**config.mk**
```make
export PLATFORM = sky130hd
export DESIGN_NAME = first_fit_segment_allocator
export DESIGN_NICKNAME = d
export VERILOG_FILES = /design/src/ffsa_pkg.sv /design/src/ffsa_seg_ram.sv /design/src/first_fit_segment_allocator.sv
export SDC_FILE = /design/constraint.sdc
export NUM_CORES = 2
export LEC_CHECK = 0
export BUFFER_PORTS_ARGS = -buffer_cell sky130_fd_sc_hd__buf_2
export CAP_MARGIN = 20
export CORE_UTILIZATION = 30
export CTS_BUF_LIST = sky130_fd_sc_hd__clkbuf_4
export CTS_CLUSTER_DIAMETER = 200
export CTS_CLUSTER_SIZE = 12
export DETAILED_ROUTE_END_ITERATION = 7
export GPL_ROUTABILITY_DRIVEN = 0
export PLACE_DENSITY_LB_ADDON = 0.05
export SKIP_LAST_GASP = 1
export SYNTH_ARGS = -nofsm -noshare
export SYNTH_HDL_FRONTEND = slang
export SYNTH_SLANG_ARGS = --single-unit
export TNS_END_PERCENT = 50
```
**constraint.sdc**
```tcl
create_clock -name i_clk -period 6.25 [get_ports i_clk]
set_input_delay 0 -clock i_clk [delete_from_list [all_inputs] [get_ports i_clk]]
set_output_delay 0 -clock i_clk [all_outputs]
set_load 0.1 [all_outputs]
```
**src/ffsa_pkg.sv**
```systemverilog
// ----------------------------------------------------------------------------
// First-fit segment allocator package
// Request and response payloads, segment table entry, codes and states.
// ----------------------------------------------------------------------------
package ffsa_pkg;

    localparam int LEN_W  = 11;
    localparam int ADDR_W = 10;

    // Operation codes carried in the func field.
    localparam logic [1:0] FUNC_ALLOC   = 2'd0;
    localparam logic [1:0] FUNC_RELEASE = 2'd1;
    localparam logic [1:0] FUNC_COMPACT = 2'd2;

    // Response status codes.
    localparam logic [1:0] ST_OK         = 2'd0;
    localparam logic [1:0] ST_NO_FIT     = 2'd1;
    localparam logic [1:0] ST_TABLE_FULL = 2'd2;
    localparam logic [1:0] ST_NOT_FOUND  = 2'd3;

    typedef struct packed {
        logic [1:0]        func;
        logic [LEN_W-1:0]  size;
        logic [ADDR_W-1:0] offset;
    } t_req;

    typedef struct packed {
        logic [ADDR_W-1:0] address;
        logic [1:0]        status;
    } t_rsp;

    // One row of the segment table. The start is kept at full length width.
    typedef struct packed {
        logic [LEN_W-1:0] start;
        logic [LEN_W-1:0] len;
        logic             free;
    } t_seg;

    typedef enum logic [2:0] {
        S_INIT,
        S_IDLE,
        S_SCAN,
        S_SHIFT,
        S_SPLIT_HI,
        S_SPLIT_LO,
        S_FIN
    } t_state;

endpackage

```
**src/ffsa_seg_ram.sv**
```systemverilog
// ----------------------------------------------------------------------------
// Segment table memory
// One write port and one read port with registered read data.
// ----------------------------------------------------------------------------
module ffsa_seg_ram #(
    parameter int DEPTH = 64
) (
    input  logic                     i_clk,
    input  logic                     i_we,
    input  logic [$clog2(DEPTH)-1:0] i_waddr,
    input  ffsa_pkg::t_seg           i_wdata,
    input  logic [$clog2(DEPTH)-1:0] i_raddr,
    output ffsa_pkg::t_seg           o_rdata
);

    ffsa_pkg::t_seg r_mem [DEPTH];
    ffsa_pkg::t_seg r_rdata;

    always_ff @(posedge i_clk) begin
        if (i_we) begin
            r_mem[i_waddr] <= i_wdata;
        end
        r_rdata <= r_mem[i_raddr];
    end

    assign o_rdata = r_rdata;

endmodule

```
**src/first_fit_segment_allocator.sv**
```systemverilog
// ----------------------------------------------------------------------------
// First-fit segment allocator
// Compact scans the whole table before it responds; release may stop early at the matching row.
// Allocate runs a pipelined table scan, then for a split an entry shift and
// two row writes through the one write port.
// One request at a time; a new one is taken while the last response waits.
// After reset or a configuration size write the table is rebuilt as one free segment.
// ----------------------------------------------------------------------------
module first_fit_segment_allocator #(
    parameter int MEMORY_WORDS = 1024,
    parameter int MAX_SEGMENTS = 64
) (
    input  logic                           i_clk,
    input  logic                           i_rst_n,
    input  logic                           i_req_valid,
    output logic                           o_req_ready,
    input  ffsa_pkg::t_req                 i_req,
    output logic                           o_rsp_valid,
    input  logic                           i_rsp_ready,
    output ffsa_pkg::t_rsp                 o_rsp,
    input  logic                           i_cfg_we,
    input  logic [ffsa_pkg::LEN_W-1:0]     i_cfg_data
);

    localparam int IDX_W = $clog2(MAX_SEGMENTS);
    localparam int CNT_W = $clog2(MAX_SEGMENTS + 1);
    localparam int LW    = ffsa_pkg::LEN_W;

    localparam logic [LW-1:0] RESET_TOTAL =
        LW'((MEMORY_WORDS < 1024) ? MEMORY_WORDS : 1024);
    localparam logic [LW-1:0] MAX_TOTAL =
        LW'((MEMORY_WORDS < 2047) ? MEMORY_WORDS : 2047);
    localparam logic [CNT_W-1:0] FULL_COUNT = CNT_W'(MAX_SEGMENTS);

    ffsa_pkg::t_state r_state, n_state;
    logic [CNT_W-1:0] r_count, n_count;
    logic [CNT_W-1:0] r_rd_idx, n_rd_idx;
    logic             r_chk_vld, n_chk_vld;
    logic [IDX_W-1:0] r_chk_idx, n_chk_idx;
    logic [IDX_W-1:0] r_hit_idx, n_hit_idx;
    logic [IDX_W-1:0] r_wr_idx, n_wr_idx;
    ffsa_pkg::t_seg   r_hit, n_hit;
    ffsa_pkg::t_seg   r_acc, n_acc;
    ffsa_pkg::t_req   r_req, n_req;
    logic [1:0]       r_status, n_status;
    logic [LW-1:0]    r_addr, n_addr;
    logic [LW-1:0]    r_total, n_total;
    logic             r_rsp_vld, n_rsp_vld;
    ffsa_pkg::t_rsp   r_rsp, n_rsp;

    logic             ram_we;
    logic [IDX_W-1:0] ram_waddr;
    ffsa_pkg::t_seg   ram_wdata;
    logic [IDX_W-1:0] ram_raddr;
    ffsa_pkg::t_seg   ram_rdata;

    logic             issue;
    logic             accept;
    logic [LW-1:0]    cfg_val;

    ffsa_seg_ram #(
        .DEPTH (MAX_SEGMENTS)
    ) u_seg_ram (
        .i_clk   (i_clk),
        .i_we    (ram_we),
        .i_waddr (ram_waddr),
        .i_wdata (ram_wdata),
        .i_raddr (ram_raddr),
        .o_rdata (ram_rdata)
    );

    assign o_req_ready = (r_state == ffsa_pkg::S_IDLE);
    assign accept      = i_req_valid && o_req_ready;
    assign o_rsp_valid = r_rsp_vld;
    assign o_rsp       = r_rsp;

    always_comb begin
        if (i_cfg_data == '0) begin
            cfg_val = LW'(1);
        end else if (i_cfg_data > MAX_TOTAL) begin
            cfg_val = MAX_TOTAL;
        end else begin
            cfg_val = i_cfg_data;
        end
    end

    always_comb begin
        n_state   = r_state;
        n_count   = r_count;
        n_rd_idx  = r_rd_idx;
        n_chk_vld = 1'b0;
        n_chk_idx = r_chk_idx;
        n_hit_idx = r_hit_idx;
        n_wr_idx  = r_wr_idx;
        n_hit     = r_hit;
        n_acc     = r_acc;
        n_req     = r_req;
        n_status  = r_status;
        n_addr    = r_addr;
        n_total   = r_total;
        n_rsp_vld = r_rsp_vld && !i_rsp_ready;
        n_rsp     = r_rsp;
        ram_we    = 1'b0;
        ram_waddr = r_chk_idx;
        ram_wdata = ram_rdata;
        ram_raddr = r_rd_idx[IDX_W-1:0];
        issue     = 1'b0;

        case (r_state)
            ffsa_pkg::S_INIT: begin
                ram_we    = 1'b1;
                ram_waddr = '0;
                ram_wdata = '{start: '0, len: r_total, free: 1'b1};
                n_count   = CNT_W'(1);
                n_state   = ffsa_pkg::S_IDLE;
            end

            ffsa_pkg::S_IDLE: begin
                if (accept) begin
                    n_req     = i_req;
                    n_status  = ffsa_pkg::ST_OK;
                    n_addr    = '0;
                    n_rd_idx  = '0;
                    n_wr_idx  = '0;
                    case (i_req.func)
                        ffsa_pkg::FUNC_ALLOC: begin
                            if (i_req.size == '0) begin
                                n_status = ffsa_pkg::ST_NO_FIT;
                                n_state  = ffsa_pkg::S_FIN;
                            end else begin
                                n_state = ffsa_pkg::S_SCAN;
                            end
                        end
                        ffsa_pkg::FUNC_RELEASE: n_state = ffsa_pkg::S_SCAN;
                        ffsa_pkg::FUNC_COMPACT: n_state = ffsa_pkg::S_SCAN;
                        default:                n_state = ffsa_pkg::S_FIN;
                    endcase
                end
            end

            // Reads run one row ahead of the row being examined.
            ffsa_pkg::S_SCAN: begin
                issue     = (r_rd_idx < r_count);
                n_chk_vld = issue;
                n_chk_idx = r_rd_idx[IDX_W-1:0];
                if (issue) begin
                    n_rd_idx = r_rd_idx + CNT_W'(1);
                end
                if (r_chk_vld) begin
                    case (r_req.func)
                        ffsa_pkg::FUNC_ALLOC: begin
                            if (ram_rdata.free && ram_rdata.len >= r_req.size) begin
                                n_chk_vld = 1'b0;
                                n_state   = ffsa_pkg::S_FIN;
                                if (ram_rdata.len == r_req.size) begin
                                    ram_we         = 1'b1;
                                    ram_wdata.free = 1'b0;
                                    n_addr         = ram_rdata.start;
                                end else if (r_count == FULL_COUNT) begin
                                    n_status = ffsa_pkg::ST_TABLE_FULL;
                                end else begin
                                    n_hit     = ram_rdata;
                                    n_hit_idx = r_chk_idx;
                                    n_rd_idx  = r_count - CNT_W'(1);
                                    n_state   = ffsa_pkg::S_SHIFT;
                                end
                            end
                        end
                        ffsa_pkg::FUNC_RELEASE: begin
                            if (ram_rdata.start == LW'(r_req.offset)) begin
                                ram_we         = 1'b1;
                                ram_wdata.free = 1'b1;
                                n_chk_vld      = 1'b0;
                                n_state        = ffsa_pkg::S_FIN;
                            end
                        end
                        ffsa_pkg::FUNC_COMPACT: begin
                            if (r_chk_idx == '0) begin
                                n_acc = ram_rdata;
                            end else if (r_acc.free && ram_rdata.free) begin
                                n_acc.len = r_acc.len + ram_rdata.len;
                            end else begin
                                ram_we    = 1'b1;
                                ram_waddr = r_wr_idx;
                                ram_wdata = r_acc;
                                n_wr_idx  = r_wr_idx + IDX_W'(1);
                                n_acc     = ram_rdata;
                            end
                        end
                        default: n_state = ffsa_pkg::S_FIN;
                    endcase
                end else if (!issue) begin
                    // Table exhausted with nothing left in flight.
                    n_state = ffsa_pkg::S_FIN;
                    case (r_req.func)
                        ffsa_pkg::FUNC_ALLOC:   n_status = ffsa_pkg::ST_NO_FIT;
                        ffsa_pkg::FUNC_RELEASE: n_status = ffsa_pkg::ST_NOT_FOUND;
                        ffsa_pkg::FUNC_COMPACT: begin
                            ram_we    = 1'b1;
                            ram_waddr = r_wr_idx;
                            ram_wdata = r_acc;
                            n_count   = CNT_W'(r_wr_idx) + CNT_W'(1);
                        end
                        default: n_status = ffsa_pkg::ST_OK;
                    endcase
                end
            end

            // Move rows above the split point up by one, top row first.
            ffsa_pkg::S_SHIFT: begin
                issue     = (r_rd_idx > CNT_W'(r_hit_idx));
                n_chk_vld = issue;
                n_chk_idx = r_rd_idx[IDX_W-1:0];
                if (issue) begin
                    n_rd_idx = r_rd_idx - CNT_W'(1);
                end
                if (r_chk_vld) begin
                    ram_we    = 1'b1;
                    ram_waddr = r_chk_idx + IDX_W'(1);
                end else if (!issue) begin
                    n_state = ffsa_pkg::S_SPLIT_HI;
                end
            end

            ffsa_pkg::S_SPLIT_HI: begin
                ram_we    = 1'b1;
                ram_waddr = r_hit_idx + IDX_W'(1);
                ram_wdata = '{start: r_hit.start + r_req.size,
                              len:   r_hit.len - r_req.size,
                              free:  1'b1};
                n_state   = ffsa_pkg::S_SPLIT_LO;
            end

            ffsa_pkg::S_SPLIT_LO: begin
                ram_we    = 1'b1;
                ram_waddr = r_hit_idx;
                ram_wdata = '{start: r_hit.start, len: r_req.size, free: 1'b0};
                n_count   = r_count + CNT_W'(1);
                n_addr    = r_hit.start;
                n_state   = ffsa_pkg::S_FIN;
            end

            ffsa_pkg::S_FIN: begin
                if (!r_rsp_vld || i_rsp_ready) begin
                    n_rsp_vld = 1'b1;
                    n_rsp     = '{address: r_addr[ffsa_pkg::ADDR_W-1:0],
                                  status:  r_status};
                    n_state   = ffsa_pkg::S_IDLE;
                end
            end

            default: n_state = ffsa_pkg::S_INIT;
        endcase

        // A size write rebuilds the table; the user must write it only while idle, the block does not enforce this.
        if (i_cfg_we) begin
            n_total = cfg_val;
            n_state = ffsa_pkg::S_INIT;
        end
    end

    always_ff @(posedge i_clk) begin
        if (!i_rst_n) begin
            r_state   <= ffsa_pkg::S_INIT;
            r_count   <= CNT_W'(1);
            r_chk_vld <= 1'b0;
            r_rsp_vld <= 1'b0;
            r_total   <= RESET_TOTAL;
        end else begin
            r_state   <= n_state;
            r_count   <= n_count;
            r_chk_vld <= n_chk_vld;
            r_rsp_vld <= n_rsp_vld;
            r_total   <= n_total;
        end
    end

    always_ff @(posedge i_clk) begin
        r_rd_idx  <= n_rd_idx;
        r_chk_idx <= n_chk_idx;
        r_hit_idx <= n_hit_idx;
        r_wr_idx  <= n_wr_idx;
        r_hit     <= n_hit;
        r_acc     <= n_acc;
        r_req     <= n_req;
        r_status  <= n_status;
        r_addr    <= n_addr;
        r_rsp     <= n_rsp;
    end

    a_count_range: assert property (@(posedge i_clk) disable iff (!i_rst_n)
        r_count != '0 && r_count <= FULL_COUNT)
        else $error("segment count out of range");

    a_busy_after_accept: assert property (@(posedge i_clk) disable iff (!i_rst_n)
        accept |=> !o_req_ready)
        else $error("request taken while a previous one is in progress");

    a_split_grows: assert property (@(posedge i_clk) disable iff (!i_rst_n)
        (r_state == ffsa_pkg::S_SPLIT_LO && !i_cfg_we)
        |=> r_count == $past(r_count) + CNT_W'(1))
        else $error("split did not add exactly one segment");

    a_addr_only_ok: assert property (@(posedge i_clk) disable iff (!i_rst_n)
        (o_rsp_valid && o_rsp.status != ffsa_pkg::ST_OK) |-> o_rsp.address == '0)
        else $error("address given with a failing status");

endmodule
```
==> results.sh <==
export IMPL_hold_class="input port to flip-flop"
export IMPL_grt_max_degree=131
export IMPL_power_share_clock=0.250
export IMPL_io_pins=53
export IMPL_die_area_um2=222000
export IMPL_fp_dieW_um=471
export IMPL_period_share=0.830
export IMPL_worstMarginPinSlew_ns=1.19
export IMPL_die_y_um=471
export IMPL_clk_transition_reported_paths_ns=0.17
export IMPL_wirelength_mm=207
export IMPL_cts_made_buffers=154
export IMPL_grt_ovfl_total=0
export IMPL_synth_area_um2=66000
export IMPL_criticalPathCategory="flip-flop to flip-flop"
export IMPL_synth_top_cell_area_share=0.723
export IMPL_p_leak_nw=22.8
export IMPL_worst_path_buf_inv=1
export IMPL_critical_path_required_ns=7.10
export IMPL_crit_path_top_delay_cell="nor2_4"
export IMPL_critPathLaunchType="flip-flop"
export IMPL_htreeDepth=4
export IMPL_dr_pass1_iters=5
export IMPL_hold_ws_ns=0.200
export IMPL_fill_cells=20500
export IMPL_fin_nets=3671
export IMPL_outcome="completed"
export IMPL_coreArea_um2=218000
export IMPL_synth_nets=3407
export IMPL_fp_row_count=171
export IMPL_viasPerCell=5.18
export IMPL_placed_cells=6149
export IMPL_grt_usage=0.186
export IMPL_place_area_um2=70600
export IMPL_syn_inst=3303
export IMPL_clock_latency_ns=1.31
export IMPL_internal_power_mw=14.8
export IMPL_yosysUniqueCellTypes=83
export IMPL_path_cells="nor2b_1 > nand3_1 > inv_1 > nand2_1 > nand2_2 > a221o_1 > nand3_2 > nor2_4"
export IMPL_critical_path_arrival_ns=6.04
export IMPL_place_ws_ns=1.26
export IMPL_ys_top_cells_by_count="1589 x edfxtp_1, 414 x mux4_2, 132 x nor2_1"
export IMPL_setup_tns_ns=0
export IMPL_synth_area_leaders="edfxtp_1 72%, mux4_2 14%, dfxtp_1 1.4%"
export IMPL_ctsLongestPathBuffers=3
export IMPL_synth_most_common_cell="edfxtp_1"
export IMPL_cts_root_buf="clkbuf_4"
export IMPL_final_cell_area_um2=73400
export IMPL_cts_num_sinks=1635
export IMPL_grt_setup_unrepaired="no"
export IMPL_p_switching_mw=5.36
export IMPL_pwr_share_seq=0.628
export IMPL_totalPowerFinal_mw=20.2
export IMPL_ys_ff_latch=1635
export IMPL_critPathMaxFanout=26
export IMPL_synth_seq_area_share=0.737
export IMPL_critPathCaptureType="flip-flop"
export IMPL_p_comb_frac=0.122
export IMPL_cpPeakStageDelay_ns=0.82
export IMPL_areaGrowthSynthToFinish_pct=11.3
export IMPL_syn_avg_cell_area_um2=20.0
export IMPL_drtIter0Drc=3105
export IMPL_antenna_found_initial=20
export IMPL_ir_worst_vdd_mv=0.194
export IMPL_yosysWarnings=0
export IMPL_hpwl_mm=132
export IMPL_fin_util=0.337
export IMPL_fin_skew_ns=0.117
export IMPL_grt_first_pass_wirelength_mm=287
export IMPL_synth_edf_count=1589
export IMPL_p_per_area_nw_per_um2=275
export IMPL_setup_ws_ns=1.06
export IMPL_routedWlPerCell_um=31.9
export IMPL_drive_above_1_share=0.256
export IMPL_stdcell_count=6484
export IMPL_finalHoldViolCount=0
export IMPL_ant_nets=0
export IMPL_slew_headroom=0.205
export IMPL_first_global_vias=34500
export IMPL_initial_core_util=0.303
export IMPL_drc=0
export IMPL_portBuffers=52
export IMPL_async_flop_share=0
export IMPL_worst_path_dominant_cell_family="simple AND/OR/NAND/NOR gates"
export IMPL_drv_cap=0
export IMPL_min_period_ns=5.19
export IMPL_yosysTopAreaCell="edfxtp_1"
export IMPL_synth_flop_cell="edfxtp_1"
export IMPL_finalSetupViolCount=0
export IMPL_via_count=33600
export IMPL_report_final_slew_viol_count=0
export IMPL_p_sw_frac=0.265
export IMPL_cts_tree="done"
export IMPL_fmax_mhz=193
==> power by group through the flow <==
stage / registers, mW / logic [mW] / clock network, mW
after detailed placement: 12.9 / 2.45 / 0
after floorplan: 12.9 / 1.21 / 0
after CTS: 12.7 / 2.51 / 5.32
after global routing: 12.7 / 2.62 / 5.65
after global placement: 12.9 / 2.39 / 0
final: 12.7 / 2.46 / 5.05
==> cell type report <==
| class | instances | area (um2) | area share |
|---|---|---|---|
| Antenna cell | 20 | 50.0 | 0.000682 |
| Clock buffer | 190 | 1430 | 0.0194 |
| Clock inverter | 9 | 146 | 0.00199 |
| Inverter | 49 | 184 | 0.00251 |
| Multi-Input combinational cell | 1452 | 17000 | 0.232 |
| Sequential cell | 1635 | 48600 | 0.662 |
| Tap cell | 2854 | 3570 | 0.0486 |
| Timing Repair Buffer | 275 | 2400 | 0.0327 |
==> cell families after synthesis <==
kind of cell,Yosys count,share of synthesized area
AND/OR/NAND/NOR,400,0.0294
XOR/XNOR,66,0.00876
AO/OA/AOI/OAI,396,0.0398
buffers and inverters,216,0.0134
multiplexers,525,0.159
flip-flops,1635,0.737
adder cells (fa/ha/maj),65,0.0127
==> worst min-delay path: cells and delay by family <==
| family | cells | cell delay (ns) |
|---|---|---|
| simple gates | 2 | 0.15 |
| compound gates | 1 | 0.14 |
| buf+inv | 3 | 1.14 |
==> worst paths after layout <==
check              start                 endpoint  slack, ns  cells after the start
max            r_req[21]  u_seg_ram.r_mem[43][13]       1.06                      8
min          i_rsp_ready              o_rsp_valid       0.20                      6
max reg2reg    r_req[21]  u_seg_ram.r_mem[43][13]       1.06                      8
min reg2reg    r_addr[9]                o_rsp[11]       0.44                      0
==> state kept, by name, indices dropped and copies added, names as in the netlist, 3 cells and up <==
| signal | count |
|---|---|
| o_rsp | 12 |
| r_acc | 23 |
| r_addr | 10 |
| r_chk_idx | 6 |
| r_count | 7 |
| r_hit | 22 |
| r_hit_idx | 6 |
| r_rd_idx | 7 |
| r_req | 23 |
| r_state | 3 |
| r_total | 11 |
| r_wr_idx | 6 |
| u_seg_ram.o_rdata | 23 |
| u_seg_ram.r_mem | 1472 |
==> cell usage in the layout (no fill, tap or decap), drive strengths merged, types with 27 or more instances in the layout <==
master and count:
xor2 31, mux2i 84, clkbuf 190, mux2 27
a21oi 97, nand2 113, a221oi 32, mux4 414
ha 62, dfxtp 46, buf 162, o21ai 127
dlygate4sd3 113, xnor2 35, edfxtp 1589, nor2 133
a22oi 34, inv 54, nand3 30
==> routing by layer <==
metal / part of all wire / GRT usage / vias to the layer above
met2: 0.47 / 0.297 / 856
met1: 0.46 / 0.267 / 18400
met4: 0.020 / 0.0411 / 8
met3: 0.046 / 0.0280 / 220
met5: 0.00027 / 0 / -
li1: - / - / 14200
==> what timing repair did <==
| item | 4_1_cts | 5_1_grt |
|---|---|---|
| hold buffers | 113 | 0 |
| resized for setup | 0 | 0 |
| setup buffers | 0 | 0 |
| endpoints found under the hold margin | 107 | 0 |
Power figures use the tool's default switching activity.
